## src/hdl/dlle_pkg.sv

```systemverilog
// shared types and constants for the doubly linked list engine
`timescale 1ns / 1ps

package dlle_pkg;

    localparam int POOL_SIZE   = 64;
    localparam int STORE_DEPTH = 64;
    localparam int SLOT_W      = 6;
    localparam int LINK_W      = 7;
    localparam int VALUE_W     = 32;
    localparam int CMD_W       = 3;
    localparam int STAT_W      = 2;
    localparam int IN_TDATA_W  = 40;
    localparam int OUT_TDATA_W = 40;

    typedef logic [LINK_W-1:0]  t_link;
    typedef logic [SLOT_W-1:0]  t_slot;
    typedef logic [VALUE_W-1:0] t_value;

    localparam t_link NULL_LINK = t_link'(127);
    localparam t_link POOL_CNT  = t_link'(POOL_SIZE);

    typedef enum logic [CMD_W-1:0] {
        CMD_CLEAR    = 3'd0,
        CMD_ADD_HEAD = 3'd1,
        CMD_ADD_TAIL = 3'd2,
        CMD_ADD_POS  = 3'd3,
        CMD_FIND     = 3'd4,
        CMD_REMOVE   = 3'd5,
        CMD_LIST_FWD = 3'd6,
        CMD_LIST_REV = 3'd7
    } t_cmd;

    typedef enum logic [STAT_W-1:0] {
        ST_OK    = 2'd0,
        ST_FULL  = 2'd1,
        ST_MISS  = 2'd2,
        ST_EMPTY = 2'd3
    } t_status;

    typedef struct packed {
        logic   we;
        t_slot  addr;
        t_value data;
    } t_val_wr;

    typedef struct packed {
        logic  we;
        t_slot addr;
        t_link data;
    } t_link_wr;

endpackage

```

## src/hdl/dlle_ram.sv

```systemverilog
// generic single write port ram with registered read
`timescale 1ns / 1ps

module dlle_ram #(
    parameter int WIDTH = 32,
    parameter int DEPTH = 64
) (
    input  logic                     i_clk,
    input  logic                     i_we,
    input  logic [$clog2(DEPTH)-1:0] i_waddr,
    input  logic [WIDTH-1:0]         i_wdata,
    input  logic [$clog2(DEPTH)-1:0] i_raddr,
    output logic [WIDTH-1:0]         o_rdata
);

    logic [WIDTH-1:0] r_mem [DEPTH];
    logic [WIDTH-1:0] r_rdata;

    always_ff @(posedge i_clk) begin
        if (i_we) begin
            r_mem[i_waddr] <= i_wdata;
        end
        r_rdata <= r_mem[i_raddr];
    end

    assign o_rdata = r_rdata;

endmodule

```

## src/hdl/dlle_ctrl.sv

```systemverilog
// command sequencer: node walks, link updates and the result register
`timescale 1ns / 1ps

module dlle_ctrl (
    input  logic                              i_clk,
    input  logic                              i_rst_n,
    input  logic                              i_s_tvalid,
    output logic                              o_s_tready,
    input  logic [dlle_pkg::IN_TDATA_W-1:0]   i_s_tdata,
    input  logic [dlle_pkg::CMD_W-1:0]        i_s_tuser,
    output logic                              o_m_tvalid,
    input  logic                              i_m_tready,
    output logic [dlle_pkg::OUT_TDATA_W-1:0]  o_m_tdata,
    output logic [dlle_pkg::STAT_W-1:0]       o_m_tuser,
    output logic                              o_m_tlast,
    output dlle_pkg::t_slot                   o_rd_addr,
    input  dlle_pkg::t_value                  i_val_rd,
    input  dlle_pkg::t_link                   i_next_rd,
    input  dlle_pkg::t_link                   i_prev_rd,
    output dlle_pkg::t_val_wr                 o_val_wr,
    output dlle_pkg::t_link_wr                o_next_wr,
    output dlle_pkg::t_link_wr                o_prev_wr
);

    typedef enum logic [2:0] {
        S_IDLE,
        S_WALK,
        S_INS_A,
        S_INS_B,
        S_EMIT
    } t_state;

    t_state              r_state, n_state;
    dlle_pkg::t_cmd      r_cmd, n_cmd;
    dlle_pkg::t_value    r_val, n_val;
    dlle_pkg::t_link     r_pos, n_pos;
    dlle_pkg::t_link     r_first, n_first;
    dlle_pkg::t_link     r_final, n_final;
    dlle_pkg::t_link     r_alloc, n_alloc;
    dlle_pkg::t_link     r_len, n_len;
    dlle_pkg::t_link     r_cur, n_cur;
    dlle_pkg::t_link     r_nx, n_nx;
    dlle_pkg::t_link     r_idx, n_idx;
    dlle_pkg::t_status   r_estat, n_estat;
    logic                r_ovalid, n_ovalid;
    dlle_pkg::t_value    r_oval, n_oval;
    dlle_pkg::t_link     r_opos, n_opos;
    dlle_pkg::t_status   r_ostat, n_ostat;
    logic                r_olast, n_olast;

    dlle_pkg::t_cmd      in_cmd;
    dlle_pkg::t_value    in_val;
    dlle_pkg::t_link     in_pos;
    dlle_pkg::t_link     ins_pos;
    dlle_pkg::t_link     len_p1;
    dlle_pkg::t_link     link;
    dlle_pkg::t_link     start;
    logic                out_free;
    logic                is_insert;
    logic                is_search;
    logic                match;
    logic                at_end;
    logic                emit_now;
    logic                go;
    logic                accept;

    assign in_cmd   = dlle_pkg::t_cmd'(i_s_tuser);
    assign in_val   = i_s_tdata[dlle_pkg::VALUE_W-1:0];
    assign in_pos   = i_s_tdata[dlle_pkg::VALUE_W +: dlle_pkg::LINK_W];
    assign out_free = !r_ovalid || i_m_tready;
    assign accept   = i_s_tvalid && (r_state == S_IDLE);
    assign len_p1   = r_len + dlle_pkg::t_link'(1);

    assign is_insert = (r_cmd == dlle_pkg::CMD_ADD_HEAD) || (r_cmd == dlle_pkg::CMD_ADD_TAIL)
                    || (r_cmd == dlle_pkg::CMD_ADD_POS);
    assign is_search = (r_cmd == dlle_pkg::CMD_FIND) || (r_cmd == dlle_pkg::CMD_REMOVE);

    // memory output belongs to r_cur while walking
    assign link   = (r_cmd == dlle_pkg::CMD_LIST_REV) ? i_prev_rd : i_next_rd;
    assign match  = (i_val_rd == r_val);
    assign at_end = (link == dlle_pkg::NULL_LINK) || (r_idx == dlle_pkg::POOL_CNT);
    assign start  = (in_cmd == dlle_pkg::CMD_LIST_REV) ? r_final : r_first;

    always_comb begin
        if (is_insert) begin
            emit_now = 1'b0;
        end else if (is_search) begin
            emit_now = match || at_end;
        end else begin
            emit_now = 1'b1;
        end
    end

    assign go = !emit_now || out_free;

    always_comb begin
        case (in_cmd) inside
            dlle_pkg::CMD_ADD_HEAD: ins_pos = dlle_pkg::t_link'(1);
            dlle_pkg::CMD_ADD_TAIL: ins_pos = len_p1;
            default:                ins_pos = in_pos;
        endcase
    end

    always_comb begin
        n_state  = r_state;
        n_cmd    = r_cmd;
        n_val    = r_val;
        n_pos    = r_pos;
        n_first  = r_first;
        n_final  = r_final;
        n_alloc  = r_alloc;
        n_len    = r_len;
        n_cur    = r_cur;
        n_nx     = r_nx;
        n_idx    = r_idx;
        n_estat  = r_estat;
        n_ovalid = r_ovalid && !i_m_tready;
        n_oval   = r_oval;
        n_opos   = r_opos;
        n_ostat  = r_ostat;
        n_olast  = r_olast;
        o_rd_addr = r_cur[dlle_pkg::SLOT_W-1:0];
        o_val_wr  = '0;
        o_next_wr = '0;
        o_prev_wr = '0;

        unique case (r_state)
            S_IDLE: begin
                o_rd_addr = start[dlle_pkg::SLOT_W-1:0];
                if (accept) begin
                    n_cmd = in_cmd;
                    n_val = in_val;
                    n_idx = dlle_pkg::t_link'(1);
                    unique case (in_cmd)
                        dlle_pkg::CMD_CLEAR: begin
                            n_first = dlle_pkg::NULL_LINK;
                            n_final = dlle_pkg::NULL_LINK;
                            n_alloc = '0;
                            n_len   = '0;
                            n_estat = dlle_pkg::ST_OK;
                            n_state = S_EMIT;
                        end
                        dlle_pkg::CMD_ADD_HEAD, dlle_pkg::CMD_ADD_TAIL,
                        dlle_pkg::CMD_ADD_POS: begin
                            n_pos = ins_pos;
                            if (r_alloc >= dlle_pkg::POOL_CNT) begin
                                n_estat = dlle_pkg::ST_FULL;
                                n_state = S_EMIT;
                            end else if (ins_pos == '0 || ins_pos > len_p1) begin
                                n_estat = dlle_pkg::ST_MISS;
                                n_state = S_EMIT;
                            end else if (ins_pos == dlle_pkg::t_link'(1)) begin
                                n_cur   = dlle_pkg::NULL_LINK;
                                n_nx    = r_first;
                                n_state = S_INS_A;
                            end else begin
                                n_cur   = r_first;
                                n_state = S_WALK;
                            end
                        end
                        dlle_pkg::CMD_FIND, dlle_pkg::CMD_REMOVE,
                        dlle_pkg::CMD_LIST_FWD, dlle_pkg::CMD_LIST_REV: begin
                            if (start == dlle_pkg::NULL_LINK) begin
                                n_estat = dlle_pkg::ST_EMPTY;
                                n_state = S_EMIT;
                            end else begin
                                n_cur   = start;
                                n_state = S_WALK;
                            end
                        end
                    endcase
                end
            end

            S_WALK: begin
                // stalled: read the same node again so the data holds
                o_rd_addr = go ? link[dlle_pkg::SLOT_W-1:0] : r_cur[dlle_pkg::SLOT_W-1:0];
                if (is_insert) begin
                    if (r_idx + dlle_pkg::t_link'(1) == r_pos) begin
                        n_nx    = i_next_rd;
                        n_state = S_INS_A;
                    end else begin
                        n_cur = i_next_rd;
                        n_idx = r_idx + dlle_pkg::t_link'(1);
                    end
                end else if (is_search) begin
                    if (go) begin
                        if (match) begin
                            n_ovalid = 1'b1;
                            n_oval   = '0;
                            n_opos   = (r_cmd == dlle_pkg::CMD_FIND) ? r_idx : '0;
                            n_ostat  = dlle_pkg::ST_OK;
                            n_olast  = 1'b1;
                            n_state  = S_IDLE;
                            if (r_cmd == dlle_pkg::CMD_REMOVE) begin
                                n_len = r_len - dlle_pkg::t_link'(1);
                                if (i_prev_rd == dlle_pkg::NULL_LINK) begin
                                    n_first = i_next_rd;
                                end else begin
                                    o_next_wr.we   = 1'b1;
                                    o_next_wr.addr = i_prev_rd[dlle_pkg::SLOT_W-1:0];
                                    o_next_wr.data = i_next_rd;
                                end
                                if (i_next_rd == dlle_pkg::NULL_LINK) begin
                                    n_final = i_prev_rd;
                                end else begin
                                    o_prev_wr.we   = 1'b1;
                                    o_prev_wr.addr = i_next_rd[dlle_pkg::SLOT_W-1:0];
                                    o_prev_wr.data = i_prev_rd;
                                end
                            end
                        end else if (at_end) begin
                            n_ovalid = 1'b1;
                            n_oval   = '0;
                            n_opos   = '0;
                            n_ostat  = dlle_pkg::ST_MISS;
                            n_olast  = 1'b1;
                            n_state  = S_IDLE;
                        end else begin
                            n_cur = link;
                            n_idx = r_idx + dlle_pkg::t_link'(1);
                        end
                    end
                end else begin
                    if (go) begin
                        n_ovalid = 1'b1;
                        n_oval   = i_val_rd;
                        n_opos   = '0;
                        n_ostat  = dlle_pkg::ST_OK;
                        n_olast  = at_end;
                        if (at_end) begin
                            n_state = S_IDLE;
                        end else begin
                            n_cur = link;
                            n_idx = r_idx + dlle_pkg::t_link'(1);
                        end
                    end
                end
            end

            S_INS_A: begin
                // new node gets its value and both of its own links
                o_val_wr.we    = 1'b1;
                o_val_wr.addr  = r_alloc[dlle_pkg::SLOT_W-1:0];
                o_val_wr.data  = r_val;
                o_next_wr.we   = 1'b1;
                o_next_wr.addr = r_alloc[dlle_pkg::SLOT_W-1:0];
                o_next_wr.data = r_nx;
                o_prev_wr.we   = 1'b1;
                o_prev_wr.addr = r_alloc[dlle_pkg::SLOT_W-1:0];
                o_prev_wr.data = r_cur;
                n_state = S_INS_B;
            end

            S_INS_B: begin
                // neighbors point at the new node
                if (out_free) begin
                    if (r_cur == dlle_pkg::NULL_LINK) begin
                        n_first = r_alloc;
                    end else begin
                        o_next_wr.we   = 1'b1;
                        o_next_wr.addr = r_cur[dlle_pkg::SLOT_W-1:0];
                        o_next_wr.data = r_alloc;
                    end
                    if (r_nx == dlle_pkg::NULL_LINK) begin
                        n_final = r_alloc;
                    end else begin
                        o_prev_wr.we   = 1'b1;
                        o_prev_wr.addr = r_nx[dlle_pkg::SLOT_W-1:0];
                        o_prev_wr.data = r_alloc;
                    end
                    n_alloc  = r_alloc + dlle_pkg::t_link'(1);
                    n_len    = len_p1;
                    n_ovalid = 1'b1;
                    n_oval   = '0;
                    n_opos   = '0;
                    n_ostat  = dlle_pkg::ST_OK;
                    n_olast  = 1'b1;
                    n_state  = S_IDLE;
                end
            end

            S_EMIT: begin
                if (out_free) begin
                    n_ovalid = 1'b1;
                    n_oval   = '0;
                    n_opos   = '0;
                    n_ostat  = r_estat;
                    n_olast  = 1'b1;
                    n_state  = S_IDLE;
                end
            end

            default: begin
                n_state = S_IDLE;
            end
        endcase
    end

    always_ff @(posedge i_clk) begin
        if (!i_rst_n) begin
            r_state  <= S_IDLE;
            r_first  <= dlle_pkg::NULL_LINK;
            r_final  <= dlle_pkg::NULL_LINK;
            r_alloc  <= '0;
            r_len    <= '0;
            r_ovalid <= 1'b0;
        end else begin
            r_state  <= n_state;
            r_first  <= n_first;
            r_final  <= n_final;
            r_alloc  <= n_alloc;
            r_len    <= n_len;
            r_ovalid <= n_ovalid;
        end
        r_cmd   <= n_cmd;
        r_val   <= n_val;
        r_pos   <= n_pos;
        r_cur   <= n_cur;
        r_nx    <= n_nx;
        r_idx   <= n_idx;
        r_estat <= n_estat;
        r_oval  <= n_oval;
        r_opos  <= n_opos;
        r_ostat <= n_ostat;
        r_olast <= n_olast;
    end

    assign o_s_tready = (r_state == S_IDLE);
    assign o_m_tvalid = r_ovalid;
    assign o_m_tdata  = {1'b0, r_opos, r_oval};
    assign o_m_tuser  = r_ostat;
    assign o_m_tlast  = r_olast;

endmodule

```

## src/hdl/doubly_linked_list_engine.sv

```systemverilog
// Doubly linked list engine: node pool in value, next-link and prev-link memories.
// Clear and rejected requests go through the emit state before the next accept.
// Find, remove, listing and insert past the head walk one node per cycle through
// the link memories (one read port, registered read) while not held by the output.
// Listing gives one result per cycle while the output is taken.
// Reset clears the list head, tail and counts; the memories are not cleared.
`timescale 1ns / 1ps

module doubly_linked_list_engine (
    input  logic                              i_clk,
    input  logic                              i_rst_n,
    input  logic                              s_axis_tvalid,
    output logic                              s_axis_tready,
    // item_value [31:0], insert_position [38:32], zero [39]
    input  logic [dlle_pkg::IN_TDATA_W-1:0]   s_axis_tdata,
    // command [2:0]
    input  logic [dlle_pkg::CMD_W-1:0]        s_axis_tuser,
    output logic                              m_axis_tvalid,
    input  logic                              m_axis_tready,
    // element_value [31:0], found_position [38:32], zero [39]
    output logic [dlle_pkg::OUT_TDATA_W-1:0]  m_axis_tdata,
    // status [1:0]
    output logic [dlle_pkg::STAT_W-1:0]       m_axis_tuser,
    output logic                              m_axis_tlast
);

    dlle_pkg::t_slot    rd_addr;
    dlle_pkg::t_value   val_rd;
    dlle_pkg::t_link    next_rd;
    dlle_pkg::t_link    prev_rd;
    dlle_pkg::t_val_wr  val_wr;
    dlle_pkg::t_link_wr next_wr;
    dlle_pkg::t_link_wr prev_wr;

    dlle_ram #(
        .WIDTH (dlle_pkg::VALUE_W),
        .DEPTH (dlle_pkg::STORE_DEPTH)
    ) u_value_ram (
        .i_clk   (i_clk),
        .i_we    (val_wr.we),
        .i_waddr (val_wr.addr),
        .i_wdata (val_wr.data),
        .i_raddr (rd_addr),
        .o_rdata (val_rd)
    );

    dlle_ram #(
        .WIDTH (dlle_pkg::LINK_W),
        .DEPTH (dlle_pkg::STORE_DEPTH)
    ) u_next_ram (
        .i_clk   (i_clk),
        .i_we    (next_wr.we),
        .i_waddr (next_wr.addr),
        .i_wdata (next_wr.data),
        .i_raddr (rd_addr),
        .o_rdata (next_rd)
    );

    dlle_ram #(
        .WIDTH (dlle_pkg::LINK_W),
        .DEPTH (dlle_pkg::STORE_DEPTH)
    ) u_prev_ram (
        .i_clk   (i_clk),
        .i_we    (prev_wr.we),
        .i_waddr (prev_wr.addr),
        .i_wdata (prev_wr.data),
        .i_raddr (rd_addr),
        .o_rdata (prev_rd)
    );

    dlle_ctrl u_ctrl (
        .i_clk      (i_clk),
        .i_rst_n    (i_rst_n),
        .i_s_tvalid (s_axis_tvalid),
        .o_s_tready (s_axis_tready),
        .i_s_tdata  (s_axis_tdata),
        .i_s_tuser  (s_axis_tuser),
        .o_m_tvalid (m_axis_tvalid),
        .i_m_tready (m_axis_tready),
        .o_m_tdata  (m_axis_tdata),
        .o_m_tuser  (m_axis_tuser),
        .o_m_tlast  (m_axis_tlast),
        .o_rd_addr  (rd_addr),
        .i_val_rd   (val_rd),
        .i_next_rd  (next_rd),
        .i_prev_rd  (prev_rd),
        .o_val_wr   (val_wr),
        .o_next_wr  (next_wr),
        .o_prev_wr  (prev_wr)
    );

endmodule

```

## config.mk

```make
export PLATFORM = sky130hd
export DESIGN_NAME = doubly_linked_list_engine
export DESIGN_NICKNAME = d
export VERILOG_FILES = /design/src/hdl/dlle_pkg.sv /design/src/hdl/dlle_ram.sv /design/src/hdl/dlle_ctrl.sv /design/src/hdl/doubly_linked_list_engine.sv
export SDC_FILE = /design/constraint.sdc
export NUM_CORES = 2
export LEC_CHECK = 0
export BUFFER_PORTS_ARGS = -buffer_cell sky130_fd_sc_hd__buf_2
export CORE_UTILIZATION = 60
export CTS_BUF_LIST = sky130_fd_sc_hd__clkbuf_8
export DETAILED_ROUTE_END_ITERATION = 12
export PLACE_DENSITY = 0.87
export REMOVE_ABC_BUFFERS = 1
export SLEW_MARGIN = 20
export SYNTH_ARGS = -nofsm -noshare
export SYNTH_HDL_FRONTEND = slang
export SYNTH_HIERARCHICAL = 1
export SYNTH_SLANG_ARGS = --single-unit
```

## constraint.sdc

```tcl
create_clock -name i_clk -period 5.69 [get_ports i_clk]
set_input_delay 0.569 -clock i_clk [delete_from_list [all_inputs] [get_ports i_clk]]
set_output_delay 0.569 -clock i_clk [all_outputs]
set_load 0.005 [all_outputs]
```

==> impl_metrics.py <==
metrics = {
    "floorplan": {
        "coreArea_sq_mm": 0.202,
        "die_area_sq_mm": 0.205,
        "num_rows": 165,
        "pin_count": 92,
        "die_w_microns": 453,
        "start_util": 0.604,
        "die_h_microns": 453,
    },
    "worst_setup_path": {
        "cp-start-kind": "flip-flop",
        "cp_max_fo": 30,
        "crit_chain": "xor2_1, nor4_4, buf_4, nand4_1, o21ai_1, o21ai_0, or2_2, a221o_4, buf_12, buf_12, buf_4, mux4_2, o22ai_1, nor2_1, a21oi_1, nor2_1",
        "required_ns": 6.68,
        "arrival_ns": 6.68,
        "worstSetupPathType": "flip-flop to flip-flop",
        "end_kind": "flip-flop",
        "slowest_stage": "a221o_4",
        "max_stage_delay_ns": 0.61,
    },
    "clock_tree": {
        "htreeDepth": 5,
        "cts_buffers": 452,
        "clock-sinks": 3129,
        "cts_tree": "built",
        "cts_root_buffer": "clkbuf_8",
        "clock_latency_ns": 1.20,
        "clockBufferDepth": 4,
        "path_clk_slew_ns": 0.07,
    },
    "synthesis": {
        "syn_area_sq_mm": 0.122,
        "synth.avg_cell_area_sq_um": 20.9,
        "yosys.cell_types.count": 77,
        "muxShareOfSynthArea": 0.154,
        "ys_seq_area_frac": 0.765,
        "synth_ff_type": "edfxtp_1",
        "ys_ff_latch": 3129,
        "synth_edf_count": 3051,
        "synthSimpleGateAreaFrac": 0.0346,
        "synthCells": 5822,
        "synth_compound_area_frac": 0.0272,
        "async_flop_share": 0,
        "post_synth_xor_area_fraction": 0.00431,
        "synthAdderAreaFrac": 0.00133,
        "ys_warn_count": 6,
        "synth_top_family_by_area": "multiplexers",
    },
    "detailed_routing": {
        "drt-wirelength-per-cell_microns": 36.5,
        "drtPass1Iterations": 8,
        "vias": 68065,
        "detail_route.wirelength_mm": 343,
        "post_drt_via_cell_ratio": 7.24,
        "drc_errors": 0,
        "first_iter_violations": 12884,
        "ant_nets": 1,
    },
    "power_and_ir_drop": {
        "power.leakage_uw": 0.0497,
        "power_density_mw_per_mm2": 373,
        "finalPower_uw": 50900,
        "irDropWorstVdd_mv": 0.279,
    },
    "sta": {
        "period_minus_slack_ns": 5.69,
        "clock-skew-final_ns": 0.131,
        "period_share": 0.999,
        "finalMaxSlewViolations": 0,
        "setup_ws_ns": 0.00376,
        "hold_violations": 0,
        "worstMarginPinSlew_ns": 1.24,
        "rsz0062_at_grt": "no",
        "max_freq_mhz": 176,
        "slew_headroom": 0.170,
        "setup_violations": 0,
    },
    "final_layout": {
        "nets": 6422,
        "area_delta_synth_final_pct": 11.9,
        "instances_no_fill": 9403,
        "drive_above_1_share": 0.278,
    },
    "grt": {
        "grt_antenna_before_repair": 13,
        "gr-total-overflow": 0,
        "grt_pass1_wl_mm": 482,
        "grt_max_degree": 79,
        "grt_pass1_vias": 68614,
        "grtUsageTotal": 0.333,
    },
    "min_path": {
        "hold_path.class": "input pin to flip-flop",
    },
    "placed_design": {
        "portBuffers": 89,
        "gp_congestion": 0.926,
        "post-dp-hpwl_mm": 184,
        "dp_slack_ns": 0.148,
        "dp_cells": 8533,
    },
    "outcome": {
        "status": "finished with violations",
        "violations": "antenna violations",
    },
    "job": {
        "cap_violations": 0,
    },
}
cells in the mapped netlist (24+ instances only):
cell         n  area [sq um]
buf_4       30           225
nor2_1     351          1320
o21ai_0     46           230
nand2b_1    26           163
inv_1       29           109
a21oi_1    109           546
nor3_1      39           195
nor2b_1     24           150
o22ai_1    125           782
nand2_1    126           473
mux2i_1    140          1400
and2_1      79           494
buf_2       91           455
mux4_2     768         17300
edfxtp_1  3051         91600
buf_1       27           101
o31ai_1     24           180
nand3_1     39           195
clkbuf_1   164           616
xor2_1      46           403
dfxtp_1     78          1560
o221ai_1    37           324
a22oi_1     39           293
layer usage:
metal / global-route usage / part of all wire / up-vias
met1: 0.402 / 0.30 / 33674
met5: 0 / 0.00021 / -
met4: 0.239 / 0.085 / 10
met3: 0.0886 / 0.14 / 1730
li1: - / - / 25399
met2: 0.525 / 0.48 / 7252
cell usage in the layout, fill, tap and decap left out, types with 20 or more instances in the layout:
cell type,instances
a21oi_1,108
a22oi_1,39
and2_1,47
and2_4,23
buf_12,45
buf_2,89
buf_4,237
bufinv_16,21
clkbuf_8,468
clkinv_1,117
clkinv_2,66
dfxtp_1,78
dlygate4sd3_1,45
edfxtp_1,3051
inv_1,157
mux2i_1,140
mux4_2,768
nand2_1,116
nand2b_1,26
nand3_1,39
nand3b_1,23
nand4_1,20
nor2_1,287
nor2_4,62
nor2b_1,24
nor3_1,36
o21ai_0,45
o221ai_1,37
o22ai_1,125
o31ai_1,24
xor2_1,46
power breakdown:
group / leakage [uW] / total (uW) / switching, uW / internal, uW
clock network: 0.00481 / 17300 / 8740 / 8570
registers: 0.0332 / 25700 / 353 / 25400
logic: 0.0117 / 7850 / 4800 / 3050
total: 0.0497 / 50900 / 13900 / 37000
final timing paths:
path	slack (ns)	cells after the start	from	endpoint
max	0.004	16	u_ctrl/r_val[16]	u_value_ram/o_rdata[22]
min	0.08	2	s_axis_tdata[29]	u_ctrl/r_val[29]
max reg2reg	0.004	16	u_ctrl/r_val[16]	u_value_ram/o_rdata[22]
min reg2reg	0.52	2	u_ctrl/r_final[6]	u_ctrl/r_final[6]
registers in the layout (all words and copies together), names as in the netlist, 32 cells and up:
| register | flops |
|---|---|
| u_value_ram/o_rdata | 32 |
| u_ctrl/r_oval | 32 |
| u_ctrl/r_val | 32 |
| u_value_ram/r_mem | 2048 |
| u_next_ram/r_mem | 448 |
| u_prev_ram/r_mem | 448 |
timing repair:
item / in CTS / in global routing
resized for setup: 1 / 3
endpoints found under the setup margin: 1 / 44
hold buffers: 45 / 0
cloned: 0 / 0
buffers inserted: 0 / 2
hold endpoints to repair: 70 / 0
pin swaps: 0 / 2
metrics by stage:
step / utilization / TNS, ns / hold slack [ns] / cell area, sq um
2_1_floorplan: - / -1913.76 / 0.455 / 120000
4_1_cts: 0.675 / 0 / 0.0747 / 136000
6_report: 0.676 / 0 / 0.0779 / 136000
3_3_place_gp: 0.631 / 0 / 0.482 / 127000
3_5_place_dp: 0.631 / 0 / 0.505 / 127000
5_1_grt: 0.675 / 0 / 0.105 / 136000
cell families after synthesis:
kind of cell,after synthesis
compound gates,494
xor+xnor,60
fa+ha+maj,13
buf+inv,360
flops,3129
mux,912
other cells,1
simple gates,853
critical path: cells and delay by family (launching register included):
family | cells | cell delay, ns
AND/OR/NAND/NOR | 5 | 1.65
buffers and inverters | 4 | 0.96
AO/OA/AOI/OAI | 5 | 1.85
flip-flops | 1 | 0.43
XOR/XNOR | 1 | 0.21
multiplexers | 1 | 0.31
cell type report:
type	count	area (sq um)
well taps	2672	3340
clock inverters	346	1990
repair buffers	416	3580
fillers	11019	65500
inverters	30	113
clock buffers	468	6440
flip-flops and latches	3129	93200
multi-input cells	2333	27700
diodes	9	22.5
Note: power is estimated with default switching activity, not from simulation.
